## src/hw/rtl/tcst_pkg.sv

```systemverilog
// shared types, codes and constants of the touch contact slot tracker
package tcst_pkg;

	localparam int unsigned SLOTS_DEFAULT = 16;
	localparam int unsigned IDX_W         = 4;
	localparam int unsigned ID_W          = 16;
	localparam int unsigned POS_W         = 16;
	localparam int unsigned MASK_W        = 16;

	typedef enum logic [1:0] {
		CMD_TICK  = 2'd0,
		CMD_DOWN  = 2'd1,
		CMD_UP    = 2'd2,
		CMD_QUERY = 2'd3
	} cmd_t;

	typedef enum logic [1:0] {
		PH_UP        = 2'd0,
		PH_JUST_DOWN = 2'd1,
		PH_DOWN      = 2'd2,
		PH_JUST_UP   = 2'd3
	} phase_t;

	typedef enum logic [1:0] {
		ST_IDLE,
		ST_SCAN,
		ST_QUERY,
		ST_EMIT
	} state_t;

	// one slot's stored contact
	typedef struct packed {
		logic [ID_W-1:0]         id;
		logic signed [POS_W-1:0] x;
		logic signed [POS_W-1:0] y;
	} entry_t;

	// strobes towards the entry store
	typedef struct packed {
		logic wr_en;
		logic rd_en;
	} ram_ctl_t;

endpackage

```

## src/hw/rtl/tcst_if.sv

```systemverilog
// request and result channel interfaces of the touch contact slot tracker
interface tcst_req_if;
	logic                              valid;
	logic                              ready;
	logic [1:0]                        command;
	logic [tcst_pkg::ID_W-1:0]         contact_id;
	logic signed [tcst_pkg::POS_W-1:0] pos_x;
	logic signed [tcst_pkg::POS_W-1:0] pos_y;
	logic [tcst_pkg::IDX_W-1:0]        query_slot;

	modport source (output valid, command, contact_id, pos_x, pos_y, query_slot, input ready);
	modport sink (input valid, command, contact_id, pos_x, pos_y, query_slot, output ready);
endinterface

interface tcst_rsp_if;
	logic                              valid;
	logic                              ready;
	logic [tcst_pkg::IDX_W-1:0]        slot_index;
	logic                              hit;
	logic [1:0]                        slot_phase;
	logic signed [tcst_pkg::POS_W-1:0] slot_x;
	logic signed [tcst_pkg::POS_W-1:0] slot_y;
	logic [tcst_pkg::MASK_W-1:0]       active_mask;

	modport source (output valid, slot_index, hit, slot_phase, slot_x, slot_y, active_mask,
		input ready);
	modport sink (input valid, slot_index, hit, slot_phase, slot_x, slot_y, active_mask,
		output ready);
endinterface

```

## src/hw/rtl/touch_contact_slot_tracker_core.sv

```systemverilog
// top level of the touch contact slot tracker: sequencer, slot state and result register
//
// Tracks up to SLOTS touch contacts in a slot table. A down request takes the lowest free
// slot, an up request frees the lowest slot holding the id, a tick ages just-down slots to
// down and just-up slots to up, and a query reads one slot. Every result carries a mask of
// the slots (0 to 15) in phase down. One request is in work at a time; req.ready is high
// only while the sequencer is idle. A tick goes from idle straight to the emit state and a
// query passes through the query state first. Down and up requests walk the table one slot
// per cycle through one shared compare unit fed by the registered read of the entry store,
// and a scan ends on the first matching slot or after the last slot. The result
// sits in an output register, so a new request is taken while the previous result waits;
// a finished request only stalls in its final cycle when that register is still full.
// Contact ids and positions live in a memory with no reset; a per-slot written bit makes
// a never-written slot read back a zero position.
module touch_contact_slot_tracker_core #(
	parameter int unsigned SLOTS = tcst_pkg::SLOTS_DEFAULT
) (
	input  logic       clk,
	input  logic       arst_n,
	tcst_req_if.sink   req,
	tcst_rsp_if.source rsp
);

	localparam int unsigned AW = (SLOTS > 1) ? $clog2(SLOTS) : 1;
	localparam logic [AW-1:0] LAST = AW'(SLOTS - 1);

	// sequencer
	tcst_pkg::state_t state_q, state_d;
	logic             req_fire;

	// request held for the duration of the work
	tcst_pkg::cmd_t                    cmd_q;
	logic [tcst_pkg::ID_W-1:0]         id_q;
	logic signed [tcst_pkg::POS_W-1:0] x_q;
	logic signed [tcst_pkg::POS_W-1:0] y_q;
	logic [tcst_pkg::IDX_W-1:0]        qs_q;

	// scan address counter and the compare stage behind the store read
	logic [AW-1:0] cnt_q;
	logic          valid_s1;
	logic [AW-1:0] idx_s1;

	// per-slot state in flops
	logic [SLOTS-1:0]  owner_valid_q;
	logic [SLOTS-1:0]  written_q;
	tcst_pkg::phase_t  phase_q [SLOTS];

	// result being assembled
	logic [tcst_pkg::IDX_W-1:0]        res_idx_q;
	logic                              res_hit_q;
	tcst_pkg::phase_t                  res_phase_q;
	logic signed [tcst_pkg::POS_W-1:0] res_x_q;
	logic signed [tcst_pkg::POS_W-1:0] res_y_q;

	// output register
	logic                              rsp_valid_q;
	logic [tcst_pkg::IDX_W-1:0]        rsp_idx_q;
	logic                              rsp_hit_q;
	tcst_pkg::phase_t                  rsp_phase_q;
	logic signed [tcst_pkg::POS_W-1:0] rsp_x_q;
	logic signed [tcst_pkg::POS_W-1:0] rsp_y_q;
	logic [tcst_pkg::MASK_W-1:0]       rsp_mask_q;
	logic                              load_out;

	// entry store
	tcst_pkg::ram_ctl_t ram_ctl;
	logic [AW-1:0]      rd_addr;
	tcst_pkg::entry_t   wr_data;
	tcst_pkg::entry_t   rd_data;

	// shared compare unit
	logic cmp_match;
	logic scan_hit;
	logic scan_last;

	// query decode
	logic [AW-1:0] qa;
	logic          q_in_range;

	logic [tcst_pkg::MASK_W-1:0] down_mask;

	assign req_fire = req.valid && req.ready;

	// down looks for a free slot, up for an occupied slot holding the id
	always_comb begin
		if (cmd_q == tcst_pkg::CMD_DOWN) begin
			cmp_match = !owner_valid_q[idx_s1];
		end else begin
			cmp_match = owner_valid_q[idx_s1] && (rd_data.id == id_q);
		end
	end

	assign scan_hit  = valid_s1 && cmp_match;
	assign scan_last = valid_s1 && (idx_s1 == LAST);

	assign qa         = AW'(qs_q);
	assign q_in_range = (32'(qs_q) < SLOTS);

	// store access: query address straight from the request, scan address otherwise
	assign rd_addr       = (state_q == tcst_pkg::ST_IDLE) ? AW'(req.query_slot) : cnt_q;
	assign ram_ctl.rd_en = (state_q == tcst_pkg::ST_IDLE) || (state_q == tcst_pkg::ST_SCAN);
	assign ram_ctl.wr_en = (state_q == tcst_pkg::ST_SCAN) && scan_hit &&
		(cmd_q == tcst_pkg::CMD_DOWN);
	assign wr_data.id    = id_q;
	assign wr_data.x     = x_q;
	assign wr_data.y     = y_q;

	tcst_entry_ram #(
		.DEPTH (SLOTS),
		.AW    (AW)
	) u_entry_ram (
		.clk     (clk),
		.ctl     (ram_ctl),
		.wr_addr (idx_s1),
		.wr_data (wr_data),
		.rd_addr (rd_addr),
		.rd_data (rd_data)
	);

	// mask of down slots, only the first sixteen are visible
	for (genvar g = 0; g < tcst_pkg::MASK_W; g++) begin : g_mask
		if (g < SLOTS) begin : g_slot
			assign down_mask[g] = (phase_q[g] == tcst_pkg::PH_DOWN);
		end else begin : g_none
			assign down_mask[g] = 1'b0;
		end
	end

	// next state and handshake
	always_comb begin
		state_d   = state_q;
		req.ready = 1'b0;
		load_out  = 1'b0;
		unique case (state_q)
			tcst_pkg::ST_IDLE: begin
				req.ready = 1'b1;
				if (req.valid) begin
					unique case (tcst_pkg::cmd_t'(req.command))
						tcst_pkg::CMD_TICK:                   state_d = tcst_pkg::ST_EMIT;
						tcst_pkg::CMD_DOWN, tcst_pkg::CMD_UP: state_d = tcst_pkg::ST_SCAN;
						tcst_pkg::CMD_QUERY:                  state_d = tcst_pkg::ST_QUERY;
						default:                              state_d = tcst_pkg::ST_IDLE;
					endcase
				end
			end
			tcst_pkg::ST_SCAN: begin
				if (scan_hit || scan_last) begin
					state_d = tcst_pkg::ST_EMIT;
				end
			end
			tcst_pkg::ST_QUERY: begin
				state_d = tcst_pkg::ST_EMIT;
			end
			tcst_pkg::ST_EMIT: begin
				// wait only while the previous result is still unclaimed
				if (!rsp_valid_q || rsp.ready) begin
					load_out = 1'b1;
					state_d  = tcst_pkg::ST_IDLE;
				end
			end
			default: state_d = tcst_pkg::ST_IDLE;
		endcase
	end

	always_ff @(posedge clk or negedge arst_n) begin
		if (!arst_n) begin
			state_q <= tcst_pkg::ST_IDLE;
		end else begin
			state_q <= state_d;
		end
	end

	// request capture
	always_ff @(posedge clk) begin
		if (req_fire) begin
			cmd_q <= tcst_pkg::cmd_t'(req.command);
			id_q  <= req.contact_id;
			x_q   <= req.pos_x;
			y_q   <= req.pos_y;
			qs_q  <= req.query_slot;
		end
	end

	// scan counter and compare stage
	always_ff @(posedge clk or negedge arst_n) begin
		if (!arst_n) begin
			cnt_q    <= '0;
			valid_s1 <= 1'b0;
			idx_s1   <= '0;
		end else if (req_fire) begin
			cnt_q    <= '0;
			valid_s1 <= 1'b0;
		end else if (state_q == tcst_pkg::ST_SCAN) begin
			valid_s1 <= (state_d == tcst_pkg::ST_SCAN);
			idx_s1   <= cnt_q;
			if (cnt_q != LAST) begin
				cnt_q <= cnt_q + AW'(1);
			end
		end else begin
			valid_s1 <= 1'b0;
		end
	end

	// slot ownership and phase
	always_ff @(posedge clk or negedge arst_n) begin
		if (!arst_n) begin
			owner_valid_q <= '0;
			written_q     <= '0;
			for (int i = 0; i < SLOTS; i++) begin
				phase_q[i] <= tcst_pkg::PH_UP;
			end
		end else if (req_fire && (tcst_pkg::cmd_t'(req.command) == tcst_pkg::CMD_TICK)) begin
			// frame tick ages every slot at once
			for (int i = 0; i < SLOTS; i++) begin
				if (phase_q[i] == tcst_pkg::PH_JUST_UP) begin
					phase_q[i] <= tcst_pkg::PH_UP;
				end else if (phase_q[i] == tcst_pkg::PH_JUST_DOWN) begin
					phase_q[i] <= tcst_pkg::PH_DOWN;
				end
			end
		end else if ((state_q == tcst_pkg::ST_SCAN) && scan_hit) begin
			if (cmd_q == tcst_pkg::CMD_DOWN) begin
				owner_valid_q[idx_s1] <= 1'b1;
				written_q[idx_s1]     <= 1'b1;
				phase_q[idx_s1]       <= tcst_pkg::PH_JUST_DOWN;
			end else begin
				// position stays as it was
				owner_valid_q[idx_s1] <= 1'b0;
				phase_q[idx_s1]       <= tcst_pkg::PH_JUST_UP;
			end
		end
	end

	// result assembly
	always_ff @(posedge clk) begin
		if (req_fire) begin
			res_idx_q   <= '0;
			res_hit_q   <= 1'b0;
			res_phase_q <= tcst_pkg::PH_UP;
			res_x_q     <= '0;
			res_y_q     <= '0;
		end else if ((state_q == tcst_pkg::ST_SCAN) && scan_hit) begin
			res_idx_q <= tcst_pkg::IDX_W'(idx_s1);
			res_hit_q <= 1'b1;
		end else if (state_q == tcst_pkg::ST_QUERY) begin
			res_idx_q <= qs_q;
			if (q_in_range) begin
				res_hit_q   <= 1'b1;
				res_phase_q <= phase_q[qa];
				// a slot never written reads back a zero position
				res_x_q     <= written_q[qa] ? rd_data.x : '0;
				res_y_q     <= written_q[qa] ? rd_data.y : '0;
			end
		end
	end

	// output register
	always_ff @(posedge clk or negedge arst_n) begin
		if (!arst_n) begin
			rsp_valid_q <= 1'b0;
		end else if (load_out) begin
			rsp_valid_q <= 1'b1;
		end else if (rsp.ready) begin
			rsp_valid_q <= 1'b0;
		end
	end

	always_ff @(posedge clk) begin
		if (load_out) begin
			rsp_idx_q   <= res_idx_q;
			rsp_hit_q   <= res_hit_q;
			rsp_phase_q <= res_phase_q;
			rsp_x_q     <= res_x_q;
			rsp_y_q     <= res_y_q;
			rsp_mask_q  <= down_mask;
		end
	end

	assign rsp.valid       = rsp_valid_q;
	assign rsp.slot_index  = rsp_idx_q;
	assign rsp.hit         = rsp_hit_q;
	assign rsp.slot_phase  = rsp_phase_q;
	assign rsp.slot_x      = rsp_x_q;
	assign rsp.slot_y      = rsp_y_q;
	assign rsp.active_mask = rsp_mask_q;

	// an occupied slot is always just-down or down, a free one up or just-up
	for (genvar g = 0; g < SLOTS; g++) begin : g_chk
		a_owner_phase: assert property (@(posedge clk) disable iff (!arst_n)
			owner_valid_q[g] |-> (phase_q[g] == tcst_pkg::PH_JUST_DOWN) ||
				(phase_q[g] == tcst_pkg::PH_DOWN))
			else $error("occupied slot in a free phase");
		a_free_phase: assert property (@(posedge clk) disable iff (!arst_n)
			!owner_valid_q[g] |-> (phase_q[g] == tcst_pkg::PH_UP) ||
				(phase_q[g] == tcst_pkg::PH_JUST_UP))
			else $error("free slot in an occupied phase");
	end

	a_down_takes: assert property (@(posedge clk) disable iff (!arst_n)
		((state_q == tcst_pkg::ST_SCAN) && scan_hit && (cmd_q == tcst_pkg::CMD_DOWN))
		|=> owner_valid_q[$past(idx_s1)])
		else $error("down hit did not occupy its slot");

	a_no_overwrite: assert property (@(posedge clk) disable iff (!arst_n)
		load_out |-> (!rsp_valid_q || rsp.ready))
		else $error("result register overwritten while held");

	a_stage_in_scan: assert property (@(posedge clk) disable iff (!arst_n)
		valid_s1 |-> (state_q == tcst_pkg::ST_SCAN))
		else $error("compare stage live outside a scan");

endmodule

```

## src/hw/rtl/tcst_entry_ram.sv

```systemverilog
// single-port-write, registered-read store of contact id and position per slot
module tcst_entry_ram #(
	parameter int unsigned DEPTH = tcst_pkg::SLOTS_DEFAULT,
	parameter int unsigned AW    = 4
) (
	input  logic               clk,
	input  tcst_pkg::ram_ctl_t ctl,
	input  logic [AW-1:0]      wr_addr,
	input  tcst_pkg::entry_t   wr_data,
	input  logic [AW-1:0]      rd_addr,
	output tcst_pkg::entry_t   rd_data
);

	tcst_pkg::entry_t mem [DEPTH];

	always_ff @(posedge clk) begin
		if (ctl.wr_en) begin
			mem[wr_addr] <= wr_data;
		end
	end

	always_ff @(posedge clk) begin
		if (ctl.rd_en) begin
			rd_data <= mem[rd_addr];
		end
	end

endmodule
```

## src/flat_wrapper.sv

```systemverilog
// flat-port wrapper written by rule: the top's interface ports become plain ports
module touch_contact_slot_tracker_core_flat 
#(
	parameter int unsigned SLOTS = tcst_pkg::SLOTS_DEFAULT
)
  (clk, arst_n, req_valid, req_command, req_contact_id, req_pos_x, req_pos_y, req_query_slot, req_ready, rsp_valid, rsp_slot_index, rsp_hit, rsp_slot_phase, rsp_slot_x, rsp_slot_y, rsp_active_mask, rsp_ready);
  tcst_req_if req_i ();
  tcst_rsp_if rsp_i ();
  input  logic clk;
  input  logic arst_n;
  input wire logic [$bits(req_i.valid)-1:0] req_valid;
  input wire logic [$bits(req_i.command)-1:0] req_command;
  input wire logic [$bits(req_i.contact_id)-1:0] req_contact_id;
  input wire logic [$bits(req_i.pos_x)-1:0] req_pos_x;
  input wire logic [$bits(req_i.pos_y)-1:0] req_pos_y;
  input wire logic [$bits(req_i.query_slot)-1:0] req_query_slot;
  output wire logic [$bits(req_i.ready)-1:0] req_ready;
  output wire logic [$bits(rsp_i.valid)-1:0] rsp_valid;
  output wire logic [$bits(rsp_i.slot_index)-1:0] rsp_slot_index;
  output wire logic [$bits(rsp_i.hit)-1:0] rsp_hit;
  output wire logic [$bits(rsp_i.slot_phase)-1:0] rsp_slot_phase;
  output wire logic [$bits(rsp_i.slot_x)-1:0] rsp_slot_x;
  output wire logic [$bits(rsp_i.slot_y)-1:0] rsp_slot_y;
  output wire logic [$bits(rsp_i.active_mask)-1:0] rsp_active_mask;
  input wire logic [$bits(rsp_i.ready)-1:0] rsp_ready;
  assign req_i.valid = req_valid;
  assign req_i.command = req_command;
  assign req_i.contact_id = req_contact_id;
  assign req_i.pos_x = req_pos_x;
  assign req_i.pos_y = req_pos_y;
  assign req_i.query_slot = req_query_slot;
  assign req_ready = req_i.ready;
  assign rsp_valid = rsp_i.valid;
  assign rsp_slot_index = rsp_i.slot_index;
  assign rsp_hit = rsp_i.hit;
  assign rsp_slot_phase = rsp_i.slot_phase;
  assign rsp_slot_x = rsp_i.slot_x;
  assign rsp_slot_y = rsp_i.slot_y;
  assign rsp_active_mask = rsp_i.active_mask;
  assign rsp_i.ready = rsp_ready;
  touch_contact_slot_tracker_core #(.SLOTS(SLOTS)) u_core (.clk(clk), .arst_n(arst_n), .req(req_i), .rsp(rsp_i));
endmodule
```

## config.mk

```make
export PLATFORM = sky130hd
export DESIGN_NAME = touch_contact_slot_tracker_core_flat
export DESIGN_NICKNAME = d
export VERILOG_FILES = /design/src/hw/rtl/tcst_pkg.sv /design/src/hw/rtl/tcst_if.sv /design/src/hw/rtl/touch_contact_slot_tracker_core.sv /design/src/hw/rtl/tcst_entry_ram.sv /design/src/flat_wrapper.sv
export SDC_FILE = /design/constraint.sdc
export NUM_CORES = 1
export LEC_CHECK = 0
export BUFFER_PORTS_ARGS = -buffer_cell sky130_fd_sc_hd__clkbuf_2
export CAP_MARGIN = 40
export CORE_ASPECT_RATIO = 2
export CORE_UTILIZATION = 56
export DETAILED_ROUTE_END_ITERATION = 8
export GPL_TIMING_DRIVEN = 1
export PLACE_DENSITY = 0.76
export RECOVER_POWER = 50
export SYNTH_ARGS = -nofsm -noshare
export SYNTH_HDL_FRONTEND = slang
export SYNTH_SLANG_ARGS = --single-unit
```

## constraint.sdc

```tcl
create_clock -name clk -period 5.4 [get_ports clk]
set_clock_uncertainty 0.2 [all_clocks]
set_input_delay 0.54 -clock clk [delete_from_list [all_inputs] [get_ports clk]]
set_output_delay 0.54 -clock clk [all_outputs]
set_load 0.005 [all_outputs]
```

==> results.sh <==
export IMPL_drive_gt1_share_pct=24.81
export IMPL_crit_family="buffers and inverters"
export IMPL_cts_setup_buffers=0
export IMPL_crit_path_top_delay_cell="clkbuf_1"
export IMPL_coreArea_um2=69590
export IMPL_dieArea_um2=71340
export IMPL_nNetsFinal=2244
export IMPL_place_area_um2=41500
export IMPL_gp_congestion=0.8298
export IMPL_powerDensity_nw_per_um2=507.9
export IMPL_syn_area_um2=39320
export IMPL_drtIter0Drc=2194
export IMPL_cts_tree="yes"
export IMPL_reg_top3="u_core.u_entry_ram.mem (768), u_core.u_entry_ram.rd_data (48)"
export IMPL_fp_row_count=137
export IMPL_ys_dominant_reg_cell="edfxtp_1"
export IMPL_seqPwrFrac_pct=46.5
export IMPL_gr_usage_all_layers_pct=25.86
export IMPL_clock_latency_ps=660
export IMPL_syn_inst=1963
export IMPL_status="complete, but fails checks"
export IMPL_ioPinCount=115
export IMPL_fmax_mhz=232.2
export IMPL_wl_per_cell_um=28.50
export IMPL_worstPathCellList="clkinvlp_2, clkbuf_1, clkbuf_1"
export IMPL_syn_nets=2024
export IMPL_slew_viol_final=34
export IMPL_postLayoutCellArea_um2=44790
export IMPL_yosysWarnings=0
export IMPL_io_buffers=114
export IMPL_vias_per_cell=6.343
export IMPL_switchingPower_uw=6650
export IMPL_clk_pin_slew_ps=70
export IMPL_worst_pin_slew_ps=2793
export IMPL_layout_setup_ws_ps=1093
export IMPL_die_w_um=189.4
export IMPL_grt_pass1_vias=20960
export IMPL_violations="max-capacitance violations, max-slew violations"
export IMPL_fp_dieH_um=376.7
export IMPL_root_buffer="clkbuf_16"
export IMPL_cpMostUsedCell="clkbuf_1"
export IMPL_slew_headroom_pct=-86.22
export IMPL_ys_seq_elements=1040
export IMPL_cp_max_fo=33
export IMPL_postRouteAntennaNets=0
export IMPL_critPathKind="reg2reg"
export IMPL_ys_types=49
export IMPL_worst_ep_required_time_ps=5400
export IMPL_place_ws_ps=1361
export IMPL_fin_tns_setup_ps=0
export IMPL_grt_pass1_wl_um=132600
export IMPL_post_route_period_util_pct=79.77
export IMPL_worstPathArrival_ps=4300
export IMPL_syn_to_final_growth_pct=13.92
export IMPL_irDropWorstVdd_v=0.0002881
export IMPL_yosysTopAreaCell="edfxtp_1"
export IMPL_h_tree_depth=3
export IMPL_pwr_share_clk_pct=27.8
export IMPL_crit_buf_inv=3
export IMPL_cp_start_kind="register"
export IMPL_rsz0062_at_grt="false"
export IMPL_largest_register_ffs=768
export IMPL_critPathMaxStageDelay_ps=2040
export IMPL_final_hold_violation_count=0
export IMPL_yosysTopAreaCellShare_pct=70.65
export IMPL_cts_sinks=1040
export IMPL_ctsHoldBuffers=55
export IMPL_layout_min_cycle_time_ps=4307
export IMPL_synth_edf_count=925
export IMPL_start_util_pct=56.49
export IMPL_sw_frac_of_total_pct=29.23
export IMPL_antenna_found_initial=1
export IMPL_yosys_top_cells_area="edfxtp_1, mux4_2, dfrtp_1"
export IMPL_top_register="u_core.u_entry_ram.mem"
export IMPL_max_clock_path_buffers=3
export IMPL_route_detailed_drc=0
export IMPL_num_vias=20020
export IMPL_cts_repair_resized=0
export IMPL_setup_viol=0
export IMPL_hold_class="in2reg"
export IMPL_async_reset_ff_share_pct=7.308
export IMPL_dpl_hpwl_um=49420
export IMPL_gr_total_overflow=0
export IMPL_p_int_uw=16100
export IMPL_drtPass1Iterations=6
export IMPL_synth_seq_area_share_pct=77.47
export IMPL_power_frac_comb_pct=25.7
export IMPL_syn_avg_cell_area_um2=20.03
export IMPL_cts_made_buffers=83
export IMPL_p_leak_uw=0.01499
export IMPL_drv_cap=1
export IMPL_endpoint_kind="register"
export IMPL_wirelength_um=89960
export IMPL_grt_max_degree=69
## Yosys cell counts, types with 2 or more instances
cell and n:
mux4_2 211, buf_1 3, buf_4 18, nand2b_1 5, and3_1 15, a21o_1 16
a31oi_1 48, a31o_2 4, mux2_2 5, mux2i_1 4, nor4_1 2, a211oi_2 12
inv_1 4, nor2b_1 20, a21oi_1 55, edfxtp_1 925, and2_1 51, nor3_1 6
ha_1 3, xor2_1 13, dfxtp_1 39, nor2_1 21, o21ai_0 4, a22oi_1 4
nand3_1 40, clkbuf_1 47, buf_2 27, nand3_2 13, dfrtp_1 76, a22oi_2 2
xnor2_1 5, nand2_1 178, or2_2 17, and2b_1 3, a211oi_1 48, buf_6 6
## layout by cell type, fill, tap and decap left out, types with 48 or more instances in the layout
master,Yosys,final
mux4_2,211,211
dfrtp_1,76,76
a31oi_1,48,48
dlygate4sd3_1,0,55
clkbuf_2,0,72
clkbuf_16,0,85
a211oi_1,48,48
and2_1,51,51
clkbuf_1,47,60
nand2_1,178,178
edfxtp_1,925,925
a21oi_1,55,55
## kinds of logic after synthesis
logic type / count (synthesis) / synth area share (%)
compound gates: 200 / 3.571
buf+inv: 105 / 1.375
flops: 1040 / 77.47
fa+ha+maj: 3 / 0.09548
simple gates: 376 / 4.726
mux: 221 / 12.36
xor+xnor: 18 / 0.4010
## path summary, 6_finish.rpt
kind	startpoint	endpoint	slack [ps]	depth (start not counted)
min	rsp_ready	u_core.rsp.valid	150	3
max reg2reg	u_core.state_q[1]	u_core.u_entry_ram.rd_data[8]	1090	3
min reg2reg	u_core.res_phase_q[0]	u_core.rsp.slot_phase[0]	230	0
max	u_core.state_q[1]	u_core.u_entry_ram.rd_data[8]	1090	3
max in group asynchronous	arst_n	u_core.phase_q[24]	3570	3
min in group asynchronous	arst_n	async pin	500	2
## power by group through the flow
stage / logic, µW / registers [µW] / clock network (µW)
after global routing: 6240 / 10700 / 6660
final: 5840 / 10600 / 6320
after CTS: 5940 / 10600 / 6380
after detailed placement: 5830 / 10700 / 0
after floorplan: 4280 / 10500 / 0
after global placement: 5650 / 10700 / 0
## tightest hold or removal path: stages
cell	delay, ps
clkbuf_2	80
nand2b_1	230
nand2_1	100
## cell type report
| class | count | area [µm²] |
|---|---|---|
| flip-flops and latches | 1040 | 30460 |
| fillers | 4567 | 24810 |
| multi-input cells | 818 | 8498 |
| clock buffers | 102 | 2201 |
| repair buffers | 236 | 1867 |
| well taps | 903 | 1130 |
| clock inverters | 53 | 613.1 |
| inverters | 4 | 18.77 |
| diodes | 1 | 2.502 |
## per-layer routing
metal  track usage [%]  routed length, µm  vias to the layer above  share of wire [%]
met4             12.69               4119                        0                4.6
met3             4.641               7020                      248                7.8
met2             44.65              46890                     1090                 52
met5                 0                  0                        -                  0
met1             31.26              31930                    10360                 35
li1                  -                  -                     8328                  -
## per-stage QoR
stage	util, %	hold WS (ps)	power, µW	std cells
after floorplan	-	44.41	14740	1963
after global placement	59.27	214.9	16320	2935
after detailed placement	59.64	216.1	16550	2946
after CTS	64.47	84.74	22880	3156
after global routing	64.35	150.4	23570	3156
final	64.36	147.6	22750	3157
(Power assumes the default switching activity.)
